<file path="config.mk">
export PLATFORM = sky130hd
export DESIGN_NAME = supersample_antialias_downsample_core
export DESIGN_NICKNAME = d
export VERILOG_FILES = /design/src/rtl/ssaa_pkg.sv /design/src/rtl/supersample_antialias_downsample_core.sv /design/src/rtl/ssaa_classify.sv /design/src/rtl/ssaa_lane.sv /design/src/rtl/ssaa_merge.sv
export SDC_FILE = /design/constraint.sdc
export NUM_CORES = 2
export LEC_CHECK = 0
export BUFFER_PORTS_ARGS = -buffer_cell sky130_fd_sc_hd__buf_2
export CORE_ASPECT_RATIO = 1.5
export CORE_MARGIN = 5
export CORE_UTILIZATION = 59
export DETAILED_ROUTE_END_ITERATION = 8
export GPL_TIMING_DRIVEN = 0
export PLACE_DENSITY_LB_ADDON = 0.1
export SLEW_MARGIN = 20
export SYNTH_ARGS = -nofsm -noshare
export SYNTH_HDL_FRONTEND = slang
export SYNTH_SLANG_ARGS = --single-unit
</file>
<file path="constraint.sdc">
create_clock -name clk -period 14.7 [get_ports clk]
set_input_delay 2.205 -clock clk [delete_from_list [all_inputs] [get_ports clk]]
set_output_delay 2.205 -clock clk [all_outputs]
set_load 0.1 [all_outputs]
</file>
<file path="src/rtl/ssaa_pkg.sv">
// shared types and constants of the supersample antialias downsampler
`timescale 1ns / 1ps

package ssaa_pkg;

  localparam int NPIX     = 9;
  localparam int NCHAN    = 3;
  localparam int PIX_W    = 24;
  localparam int CHAN_W   = 8;
  localparam int CNT_W    = 4;   // weight counts, at most 15
  localparam int D_W      = 6;   // divisor bgc + 4*fgc, at most 60
  localparam int SUM_W    = 12;  // weighted channel sum, at most 15*255
  localparam int NUM_W    = 14;  // 4*sum + bgc*bg, at most 60*255
  localparam int DIV_BITS = CHAN_W;

  // pipeline stage numbers
  localparam int ST_CLASS = 0;
  localparam int ST_SUM   = 1;
  localparam int ST_DIV0  = 2;
  localparam int ST_MERGE = ST_DIV0 + DIV_BITS;
  localparam int NSTAGE   = ST_MERGE + 1;

  // configuration register indexes
  localparam logic REG_BACKGROUND = 1'b0;
  localparam logic REG_BLUR       = 1'b1;

  localparam logic [PIX_W-1:0] NEAR_MASK = 24'hFCFCFC;
  localparam logic [CNT_W-1:0] WEIGHT_TOTAL = 4'd15;

  typedef logic [PIX_W-1:0]  pix_t;
  typedef logic [CHAN_W-1:0] chan_t;

  // tent kernel 1,2,1 / 2,3,2 / 1,2,1
  localparam logic [1:0] KERNEL_W [NPIX] = '{2'd1, 2'd2, 2'd1,
                                             2'd2, 2'd3, 2'd2,
                                             2'd1, 2'd2, 2'd1};

  typedef struct packed {
    logic fg_none;
    logic plain;
    logic blur;
  } ctrl_t;

endpackage

</file>
<file path="src/rtl/supersample_antialias_downsample_core.sv">
// top level of the 2x supersample antialias downsampler
`timescale 1ns / 1ps

// Usage: each input request carries the nine 24-bit pixels of one 3x3
// supersampled window plus the current destination pixel; each output
// request carries one antialiased 0xRRGGBB pixel. Both channels use
// valid/ready; results come out in request order, one per input.
// Configuration (background key, blur enable) is written through
// cfg_wen/cfg_index/cfg_data and should only change while the block is empty.
// From input acceptance to out_valid there is one compare and count stage,
// one weighted-sum stage, eight restoring divider stages (one quotient bit
// each, one divider per color lane) and one merge stage that also serves as
// the output register. Throughput is one pixel per clock while out_ready
// is high. When the receiver stalls, items pile up stage by stage; the input
// keeps being accepted until every stage is full, so ready drops only then.
// Reset clears all stage valid bits and both configuration registers.
module supersample_antialias_downsample_core (
  input  logic                  clk,
  input  logic                  rst,
  input  logic                  cfg_wen,
  input  logic                  cfg_index,
  input  logic [23:0]           cfg_data,
  input  logic                  in_valid,
  output logic                  in_ready,
  input  ssaa_pkg::pix_t        top_left,
  input  ssaa_pkg::pix_t        top_mid,
  input  ssaa_pkg::pix_t        top_right,
  input  ssaa_pkg::pix_t        mid_left,
  input  ssaa_pkg::pix_t        centre,
  input  ssaa_pkg::pix_t        mid_right,
  input  ssaa_pkg::pix_t        bot_left,
  input  ssaa_pkg::pix_t        bot_mid,
  input  ssaa_pkg::pix_t        bot_right,
  input  ssaa_pkg::pix_t        previous_out,
  output logic                  out_valid,
  input  logic                  out_ready,
  output ssaa_pkg::pix_t        out_colour
);
  import ssaa_pkg::*;

  pix_t background_colour;
  logic blur_enable;

  logic [NSTAGE-1:0] valid_s;
  logic [NSTAGE-1:0] adv;

  pix_t             win   [NPIX];
  pix_t             win_r [NPIX];
  pix_t             prev_r;
  pix_t             bg_r;
  logic [NPIX-1:0]  mask_r;
  logic [CNT_W-1:0] bgc_r;
  logic [D_W-1:0]   d_r;
  ctrl_t            ctrl_0;
  ctrl_t            ctrl_s [ST_SUM:ST_MERGE-1];

  chan_t lane_quo  [NCHAN];
  chan_t lane_bg   [NCHAN];
  chan_t lane_prev [NCHAN];

  // configuration registers
  always_ff @(posedge clk) begin
    if (rst) begin
      background_colour <= '0;
      blur_enable       <= 1'b0;
    end else if (cfg_wen) begin
      unique case (cfg_index)
        REG_BACKGROUND: background_colour <= cfg_data;
        REG_BLUR:       blur_enable       <= cfg_data[0];
      endcase
    end
  end

  // a stage moves when it is empty or the stage after it moves
  always_comb begin
    adv[NSTAGE-1] = !valid_s[NSTAGE-1] || out_ready;
    for (int k = NSTAGE - 2; k >= 0; k--) begin
      adv[k] = !valid_s[k] || adv[k+1];
    end
  end

  assign in_ready  = adv[ST_CLASS];
  assign out_valid = valid_s[ST_MERGE];

  always_ff @(posedge clk) begin
    if (rst) begin
      valid_s <= '0;
    end else begin
      if (adv[ST_CLASS]) begin
        valid_s[ST_CLASS] <= in_valid;
      end
      for (int k = 1; k < NSTAGE; k++) begin
        if (adv[k]) begin
          valid_s[k] <= valid_s[k-1];
        end
      end
    end
  end

  always_ff @(posedge clk) begin
    if (adv[ST_SUM]) begin
      ctrl_s[ST_SUM] <= ctrl_0;
    end
    for (int k = ST_SUM + 1; k < ST_MERGE; k++) begin
      if (adv[k]) begin
        ctrl_s[k] <= ctrl_s[k-1];
      end
    end
  end

  assign win[0] = top_left;
  assign win[1] = top_mid;
  assign win[2] = top_right;
  assign win[3] = mid_left;
  assign win[4] = centre;
  assign win[5] = mid_right;
  assign win[6] = bot_left;
  assign win[7] = bot_mid;
  assign win[8] = bot_right;

  ssaa_classify u_classify (
    .clk    (clk),
    .en     (adv[ST_CLASS]),
    .win    (win),
    .prev   (previous_out),
    .bg     (background_colour),
    .blur   (blur_enable),
    .win_r  (win_r),
    .prev_r (prev_r),
    .bg_r   (bg_r),
    .mask_r (mask_r),
    .bgc_r  (bgc_r),
    .d_r    (d_r),
    .ctrl_r (ctrl_0)
  );

  for (genvar c = 0; c < NCHAN; c++) begin : g_lane
    chan_t pix_c [NPIX];

    always_comb begin
      for (int i = 0; i < NPIX; i++) begin
        pix_c[i] = win_r[i][c*CHAN_W +: CHAN_W];
      end
    end

    ssaa_lane u_lane (
      .clk    (clk),
      .en     (adv),
      .pix_c  (pix_c),
      .mask   (mask_r),
      .bgc    (bgc_r),
      .d      (d_r),
      .bg_c   (bg_r[c*CHAN_W +: CHAN_W]),
      .prev_c (prev_r[c*CHAN_W +: CHAN_W]),
      .quo    (lane_quo[c]),
      .bg_q   (lane_bg[c]),
      .prev_q (lane_prev[c])
    );
  end

  ssaa_merge u_merge (
    .clk        (clk),
    .en         (adv[ST_MERGE]),
    .ctrl       (ctrl_s[ST_MERGE-1]),
    .quo        (lane_quo),
    .bg_c       (lane_bg),
    .prev_c     (lane_prev),
    .out_colour (out_colour)
  );

  a_empty_front_ready: assert property (@(posedge clk) disable iff (rst)
    !valid_s[ST_CLASS] |-> in_ready)
    else $error("front stage empty but input not ready");

  a_accept_fills_front: assert property (@(posedge clk) disable iff (rst)
    in_valid && in_ready |=> valid_s[ST_CLASS])
    else $error("accepted request did not enter the pipeline");

  a_stalled_out_kept: assert property (@(posedge clk) disable iff (rst)
    valid_s[ST_MERGE] && !out_ready |=> valid_s[ST_MERGE])
    else $error("stalled result dropped");

  a_out_from_div: assert property (@(posedge clk) disable iff (rst)
    $rose(valid_s[ST_MERGE]) |-> $past(valid_s[ST_MERGE-1]))
    else $error("result appeared without a divider item");

endmodule

</file>
<file path="src/rtl/ssaa_classify.sv">
// first stage: background key compare, weight counts and divisor
`timescale 1ns / 1ps

module ssaa_classify (
  input  logic                      clk,
  input  logic                      en,
  input  ssaa_pkg::pix_t            win [ssaa_pkg::NPIX],
  input  ssaa_pkg::pix_t            prev,
  input  ssaa_pkg::pix_t            bg,
  input  logic                      blur,
  output ssaa_pkg::pix_t            win_r [ssaa_pkg::NPIX],
  output ssaa_pkg::pix_t            prev_r,
  output ssaa_pkg::pix_t            bg_r,
  output logic [ssaa_pkg::NPIX-1:0] mask_r,
  output logic [ssaa_pkg::CNT_W-1:0] bgc_r,
  output logic [ssaa_pkg::D_W-1:0]  d_r,
  output ssaa_pkg::ctrl_t           ctrl_r
);
  import ssaa_pkg::*;

  logic [NPIX-1:0]  mask;
  logic [CNT_W-1:0] bgc;
  logic [CNT_W-1:0] fgc;
  logic [D_W-1:0]   d;
  ctrl_t            ctrl;

  always_comb begin
    bgc = '0;
    for (int i = 0; i < NPIX; i++) begin
      mask[i] = (win[i] == bg);
      if (mask[i]) begin
        bgc = bgc + CNT_W'(KERNEL_W[i]);
      end
    end
    fgc = WEIGHT_TOTAL - bgc;
    d = D_W'(bgc) + {fgc, 2'b00};
    ctrl.fg_none = &mask;
    ctrl.blur = blur;
    ctrl.plain = !blur || (((prev ^ bg) & NEAR_MASK) == '0);
  end

  always_ff @(posedge clk) begin
    if (en) begin
      for (int i = 0; i < NPIX; i++) begin
        win_r[i] <= win[i];
      end
      prev_r <= prev;
      bg_r   <= bg;
      mask_r <= mask;
      bgc_r  <= bgc;
      d_r    <= d;
      ctrl_r <= ctrl;
    end
  end

endmodule

</file>
<file path="src/rtl/ssaa_lane.sv">
// one color channel: weighted sum, then a bit-per-stage restoring divider
`timescale 1ns / 1ps

module ssaa_lane (
  input  logic                       clk,
  input  logic [ssaa_pkg::NSTAGE-1:0] en,
  input  ssaa_pkg::chan_t            pix_c [ssaa_pkg::NPIX],
  input  logic [ssaa_pkg::NPIX-1:0]  mask,
  input  logic [ssaa_pkg::CNT_W-1:0] bgc,
  input  logic [ssaa_pkg::D_W-1:0]   d,
  input  ssaa_pkg::chan_t            bg_c,
  input  ssaa_pkg::chan_t            prev_c,
  output ssaa_pkg::chan_t            quo,
  output ssaa_pkg::chan_t            bg_q,
  output ssaa_pkg::chan_t            prev_q
);
  import ssaa_pkg::*;

  logic [SUM_W-1:0] acc;
  logic [NUM_W-1:0] num;

  logic [NUM_W-1:0]    rem_s  [DIV_BITS+1];
  logic [DIV_BITS-1:0] quo_s  [DIV_BITS+1];
  logic [D_W-1:0]      d_s    [DIV_BITS+1];
  chan_t               bg_s   [DIV_BITS+1];
  chan_t               prev_s [DIV_BITS+1];

  always_comb begin
    acc = '0;
    for (int i = 0; i < NPIX; i++) begin
      if (!mask[i]) begin
        acc = acc + SUM_W'(KERNEL_W[i]) * SUM_W'(pix_c[i]);
      end
    end
    num = {acc, 2'b00} + NUM_W'(bgc) * NUM_W'(bg_c);
  end

  always_ff @(posedge clk) begin
    if (en[ST_SUM]) begin
      rem_s[0]  <= num;
      quo_s[0]  <= '0;
      d_s[0]    <= d;
      bg_s[0]   <= bg_c;
      prev_s[0] <= prev_c;
    end
  end

  // quotient never exceeds 255, so eight trial subtracts settle it
  for (genvar j = 0; j < DIV_BITS; j++) begin : g_div
    localparam int B = DIV_BITS - 1 - j;
    localparam logic [DIV_BITS-1:0] BIT_M = DIV_BITS'(1) << B;
    logic [NUM_W:0] trial;

    assign trial = {1'b0, rem_s[j]} - ((NUM_W + 1)'(d_s[j]) << B);

    always_ff @(posedge clk) begin
      if (en[ST_DIV0 + j]) begin
        if (!trial[NUM_W]) begin
          rem_s[j+1] <= trial[NUM_W-1:0];
          quo_s[j+1] <= quo_s[j] | BIT_M;
        end else begin
          rem_s[j+1] <= rem_s[j];
          quo_s[j+1] <= quo_s[j];
        end
        d_s[j+1]    <= d_s[j];
        bg_s[j+1]   <= bg_s[j];
        prev_s[j+1] <= prev_s[j];
      end
    end
  end

  assign quo    = quo_s[DIV_BITS];
  assign bg_q   = bg_s[DIV_BITS];
  assign prev_q = prev_s[DIV_BITS];

endmodule

</file>
<file path="src/rtl/ssaa_merge.sv">
// final stage: picks plain, blended or background value per channel and packs
`timescale 1ns / 1ps

module ssaa_merge (
  input  logic            clk,
  input  logic            en,
  input  ssaa_pkg::ctrl_t ctrl,
  input  ssaa_pkg::chan_t quo    [ssaa_pkg::NCHAN],
  input  ssaa_pkg::chan_t bg_c   [ssaa_pkg::NCHAN],
  input  ssaa_pkg::chan_t prev_c [ssaa_pkg::NCHAN],
  output ssaa_pkg::pix_t  out_colour
);
  import ssaa_pkg::*;

  pix_t colour_next;

  always_comb begin
    colour_next = '0;
    for (int c = 0; c < NCHAN; c++) begin
      if (ctrl.fg_none) begin
        if (ctrl.blur) begin
          colour_next[c*CHAN_W +: CHAN_W] = {1'b0, prev_c[c][CHAN_W-1:1]}
                                          + {1'b0, bg_c[c][CHAN_W-1:1]};
        end else begin
          colour_next[c*CHAN_W +: CHAN_W] = bg_c[c];
        end
      end else if (ctrl.plain) begin
        colour_next[c*CHAN_W +: CHAN_W] = quo[c];
      end else begin
        // floor(q/2) equals num / (2*d)
        colour_next[c*CHAN_W +: CHAN_W] = {1'b0, prev_c[c][CHAN_W-1:1]}
                                        + {1'b0, quo[c][CHAN_W-1:1]};
      end
    end
  end

  always_ff @(posedge clk) begin
    if (en) begin
      out_colour <= colour_next;
    end
  end

endmodule

</file>
# Word-level counts from Yosys, hierarchy flattened
# Memory sizes are Yosys's and may differ from the RTL's.
# Cells that the tools add are included.
word_totals:
  ff_bits: 346
  mem_bits_rw: 1215
  out_inout_bits: 26
  word_cells: 462
  n_memories: 16
mem_list:
  columns: ["name", "depth", "word_bits", "read_ports", "rd_ports_with_merged_regs", "wr", "line_no", "rtl"]
  rows:
  - ["g_lane[0].u_lane.rem_s", 9, 14, 8, 0, 9, "ssaa_lane.sv:22", "logic [NUM_W-1:0] rem_s [DIV_BITS+1];"]
  - ["g_lane[1].u_lane.rem_s", 9, 14, 8, 0, 9, "ssaa_lane.sv:22", null]
  - ["g_lane[2].u_lane.rem_s", 9, 14, 8, 0, 9, "ssaa_lane.sv:22", null]
  - ["g_lane[0].u_lane.bg_s", 9, 8, 9, 0, 9, "ssaa_lane.sv:25", "chan_t bg_s [DIV_BITS+1];"]
  - ["g_lane[0].u_lane.prev_s", 9, 8, 9, 0, 9, "ssaa_lane.sv:26", "chan_t prev_s [DIV_BITS+1];"]
  - ["g_lane[0].u_lane.quo_s", 9, 8, 9, 0, 9, "ssaa_lane.sv:23", "logic [DIV_BITS-1:0] quo_s [DIV_BITS+1];"]
  - ["+10 memories", null, null, null, null, null, null, null]
classes:
  addsub: 67
  n_mul: 6
  n_eq_ne: 9
  mux: 255
  n_bitwise: 50
  n_reduce_logical: 28
op_table:
  columns: ["operator", "n"]
  rows:
  - ["$mux 14", 24]
  - ["$mux 12", 24]
  - ["$mux 8", 36]
  - ["$eq 24x24->1", 9]
  - ["$mux 1", 163]
  - ["$add 12x8->12", 9]
  - ["$add 12x9->12", 9]
  - ["$add 7x7->8", 6]
  - ["$or 1x1->1", 48]
  - ["$sub 14x10->15", 3]
  - ["$sub 14x11->15", 3]
  - ["$sub 14x12->15", 3]
  - ["$sub 14x13->15", 3]
  - ["$sub 14x6->15", 3]
  - ["$sub 14x7->15", 3]
  - ["$sub 14x8->15", 3]
  - ["$sub 14x9->15", 3]
  - ["$add 14x12->14", 3]
  - ["$add 12x10->12", 3]
  - ["$mul 4x8->12", 3]
  - ["$mux 4", 8]
  - ["$add 8x9->10", 3]
  - ["$mul 2x8->10 const A", 3]
  - ["$logic_not 24->1", 1]
  - ["other kinds (11)", 39]

# Logic depth before layout (Yosys ltp)
logic_depth:
  depth_word: 20
  mapped_depth: 58

# Modules after synthesis
# From an unflattened synthesis, not the netlist that was laid out.
unflattened:
  hier_cells: 5686
  hier_area_um2: 72168.0
modules_own_cells:
  columns: ["module", "instances", "cells_per_inst", "area_each_um2", "seq_area_each_um2"]
  rows:
  - ["ssaa_lane at g_lane[1].u_lane", 1, 1471, 18343.8, 10209.8]
  - ["ssaa_lane at g_lane[2].u_lane", 1, 1471, 18317.6, 10209.8]
  - ["ssaa_lane at g_lane[0].u_lane", 1, 1465, 18291.3, 10209.8]
  - ["ssaa_classify", 1, 723, 11976.5, 8528.2]
  - ["ssaa_merge", 1, 364, 3096.7, 720.7]
  - ["supersample_antialias_downsample_core", 1, 192, 2142.1, 1531.5]

# Least setup slack after synthesis
# Ideal clock, no wire load.
synth_timing:
  path_kind: "input-to-reg"
  startpoint: "input port out_ready"
  endpoint: "register u_classify.bg_r[0] (enable)"
  arrival_time_ps: 10975
  required_time_ps: 11581
  path_slack_ps: 605
  path_stages: 10
  path_buffers: 4
  cell_sequence: "nor2b_1 > and3_1 > clkbuf_1 > and3_1 > clkbuf_1 > and3_1 > clkbuf_1 > and3_1 > clkbuf_1 > nand3_1"
synth_between:
  elab_chain_len: 11
synth_lines:
  columns: ["element", "line_no", "rtl"]
  rows:
  - ["start: declaration", "supersample_antialias_downsample_core.sv:36", "input logic out_ready,"]
  - ["$logic_or 1x1->1", "supersample_antialias_downsample_core.sv:76", "adv[NSTAGE-1] = !valid_s[NSTAGE-1] || out_ready;"]
  - ["$logic_or 1x1->1 (10 in a row)", "supersample_antialias_downsample_core.sv:78", "adv[k] = !valid_s[k] || adv[k+1];"]
  - ["via in_ready", "supersample_antialias_downsample_core.sv:24", "output logic in_ready,"]
  - ["end signal: assignment", "ssaa_classify.sv:48", "bg_r <= bg;"]
  - ["end: declaration", "ssaa_classify.sv:13", "output ssaa_pkg::pix_t bg_r,"]
# The timed path passes the listed nets, and every way through them passes these cells.
# A chain may end at the register's enable or synchronous reset.

==> summary.md <==
| Metric | Value |
|---|---|
| Mux cell area share after synthesis | `0.0183` |
| Fmax | `76.5 MHz` |
| WL/cell | `23.8 µm` |
| Core ar. | `0.113 mm²` |
| DRT iter0 DRCs | `2569` |
| Critical path capture point type | `flop` |
| Top cell type's share of synthesized area | `0.554` |
| Mapped Avg Cell Area | `12.5 µm²` |
| Largest net degree at the start of global routing | `83` |
| Layout cell share with drive strength beyond 1 | `0.105` |
| Crit Path Class | `flop to flop` |
| Synth Net Count | `6186` |
| Crit path to | `g_lane[1].u_lane.rem_s[0][13]$_DFFE_PP_` |
| ANT nets after route | `0` |
| Clock root buffer | `clkbuf_16` |
| CTS tree | `yes` |
| Vias in the first global route | `42750` |
| Compound-Gate Fraction of Synth Area | `0.0933` |
| Worst min path class | `flop to flop` |
| Post-synth cell types | `89` |
| Area Growth Syn to Fin | `11.6%` |
| Top post-synthesis cells by area | `edfxtp_1 55%, ha_1 8.6%, fa_1 4.1%` |
| FILL cells | `8425` |
| Mapped Area | `0.0666 mm²` |
| Slew @ Worst Pin | `1.23 ns` |
| Final WS setup | `1.63 ns` |
| Ports | `296` |
| Synth Area in XOR/XNOR | `0.0738` |
| Delay-heaviest family, CP | `compound AO/OA/AOI/OAI gates` |
| DR pass1 iterations | `6` |
| Chip width | `284 µm` |
| Main combinational cell family by area after synthesis | `adder cells` |
| DRC viols | `0` |
| Simple-Gate Fraction of Synth Area | `0.0915` |
| Cells on worst reg2reg path | `55` |
| Register-to-Register Setup Slack | `1.63 ns` |
| CP Max Fanout | `10` |
| Adder-Cell Fraction of Synth Area | `0.127` |
| H-Tree Depth | `3` |
| GRT Residual Overflow | `0` |
| NumNets Final | `6609` |
| Most frequent cell after synthesis | `edfxtp_1` |
| # clock sinks | `1265` |
| Synth async-reset ratio | `0` |
| Cell mode on critical path | `ha_1` |
| Number of stages on the worst setup path | `55` |
| Slew headroom | `0.177` |
| CTS hold repair buffers | `0` |
| Area leader, netlist | `edfxtp_1` |
| GRT Total Usage | `0.289` |
| First-pass GRT wire length | `257000 µm` |
| Initial antenna violation count | `4` |
| Setup slack at placement | `1.67 ns` |
| Clk_lat worst skew | `0.77 ns` |
| Tmin final | `13.07 ns` |
| Number of flops mapped to enable cells by yosys | `1229` |
| Final Hold Viols | `0` |
| Final setup viols | `0` |
| CP Launch Type | `flop` |
| Post-DP HPWL | `135000 µm` |
| Period utilization | `0.889` |
| Sequential area share after synthesis | `0.565` |
| Initial Util | `0.591` |
| Max-cap violations | `0` |
| Setup bufs post-CTS | `0` |
| WL final | `174000 µm` |
| Row count | `151` |
| CTS Buffer Depth | `3` |
| Crit path DAT | `13.52 ns` |
| Cell count after synthesis | `5325` |
| RR Endpoint | `g_lane[1].u_lane.rem_s[0][13]$_DFFE_PP_` |
| CTS clk-pin slew, worst paths | `0.08 ns` |
| Yosys reg bits | `1265` |
| DR vias | `41614` |
| Synth warn | `0` |
| RSZ-0062 raised after global routing | `false` |
| PortBufs | `291` |
| Top_reg_cell synth | `edfxtp_1` |
| Die area | `0.120 mm²` |
| Max Clock Skew | `0.0741 ns` |
| Die Height | `421 µm` |
| Vias/cell | `5.70` |
| TritonCTS buffer count | `113` |
| Reg2reg start | `u_classify.mask_r[1]$_DFFE_PP_` |
| Max stage delay on crit path | `0.82 ns` |
| Critical path startpoint | `u_classify.mask_r[1]$_DFFE_PP_` |
| Fin. max-slew vios | `0` |
| Data required, critical path | `15.15 ns` |
| Post-cts resize count | `0` |
| Critical path's slowest cell | `a31oi_1` |
| Placer Congestion | `0.963` |
| Post-synth top cells | `1229 x edfxtp_1, 456 x ha_1, 415 x inv_1` |
| Status | `finished, final reports clean` |
| CP Buf/Inv Count | `8` |
-- registers in the layout, indices dropped and copies added (netlist names) --
register              count
u_classify.bg_r          24
u_classify.d_r            6
background_colour        24
u_classify.mask_r         9
ctrl_s                   27
g_lane.u_lane.rem_s     336
u_classify.prev_r        21
g_lane.u_lane.d_s        48
u_classify.bgc_r          2
blur_enable               1
g_lane.u_lane.prev_s    189
u_classify.win_r        216
g_lane.u_lane.quo_s     108
valid_s                  11
g_lane.u_lane.bg_s      216
u_merge.out_colour       24
u_classify.ctrl_r         3
-- how the worst min path moves through the flow --
| stage | from | to | slack (ns) | depth (start not counted) |
|---|---|---|---|---|
| after floorplan | ctrl_s[0][7]$_DFFE_PP_ | ctrl_s[0][10]$_DFFE_PP_ | 0.40 | 0 |
| after global placement | g_lane[2].u_lane.bg_s[0][56]$_DFFE_PP_ | g_lane[2].u_lane.bg_s[0][64]$_DFFE_PP_ | 0.40 | 0 |
| after detailed placement | u_classify.ctrl_r[1]$_DFFE_PP_ | ctrl_s[0][4]$_DFFE_PP_ | 0.40 | 0 |
| after CTS | g_lane[0].u_lane.rem_s[0][1]$_DFFE_PP_ | g_lane[0].u_lane.rem_s[1][1]$_DFFE_PP_ | 0.38 | 0 |
| after global routing | g_lane[0].u_lane.rem_s[0][1]$_DFFE_PP_ | g_lane[0].u_lane.rem_s[1][1]$_DFFE_PP_ | 0.38 | 0 |
| final | g_lane[0].u_lane.rem_s[0][1]$_DFFE_PP_ | g_lane[0].u_lane.rem_s[1][1]$_DFFE_PP_ | 0.39 | 0 |
-- routing by layer --
| metal | up-vias | track usage | part of all wire |
|---|---|---|---|
| li1 | 19992 | - | - |
| met1 | 19914 | 0.290 | 0.33 |
| met2 | 1218 | 0.534 | 0.53 |
| met3 | 490 | 0.0344 | 0.042 |
| met4 | 0 | 0.235 | 0.10 |
| met5 | - | 0 | 0 |
-- area by class of cell --
cell class / instances / area, µm² / area share
Tap cell: 1453 / 1820 / 0.0245
Buffer: 127 / 519 / 0.00699
Clock inverter: 72 / 988 / 0.0133
Antenna cell: 4 / 10.0 / 0.000135
Timing Repair Buffer: 308 / 1850 / 0.0249
Inverter: 418 / 1600 / 0.0216
Clock buffer: 141 / 2970 / 0.0400
Sequential cell: 1265 / 37600 / 0.507
Multi-Input combinational cell: 3515 / 26900 / 0.362
-- cells by family (layout without fill, tap and decap cells) --
logic type,after synthesis,after routing
flip-flops,1265,1265
AND/OR/NAND/NOR,1230,1230
AO/OA/AOI/OAI,1019,1019
adder cells (fa/ha/maj),593,593
XOR/XNOR,559,559
buffers and inverters,545,1066
multiplexers,114,114
other,0,4
-- layout by cell type (no fill, tap or decap), types with 116 or more instances in the layout --
| master | count |
|---|---|
| buf_2 | 312 |
| xnor2_1 | 307 |
| a21o_1 | 134 |
| ha_1 | 456 |
| a21oi_1 | 387 |
| nand2_1 | 256 |
| o21ai_0 | 216 |
| inv_1 | 408 |
| edfxtp_1 | 1229 |
| xor2_1 | 250 |
| fa_1 | 135 |
| clkbuf_1 | 116 |
| nor2_1 | 352 |
| nor2b_1 | 138 |
-- through the flow --
stage               area, µm²  utilization  std cells  hold slack (ns)   TNS, ns
floorplan               66600            -       5325            0.400         0
global placement        69800        0.620       7069            0.400  -1233.98
detailed placement      70300        0.624       7086            0.405         0
CTS                     74300        0.660       7299            0.378         0
global route            74300        0.660       7302            0.383         0
finish                  74300        0.660       7303            0.386         0
Power is left out: the tool's default activity adds up to more than one toggle a clock period on the data nets, which glitch-free logic cannot reach.
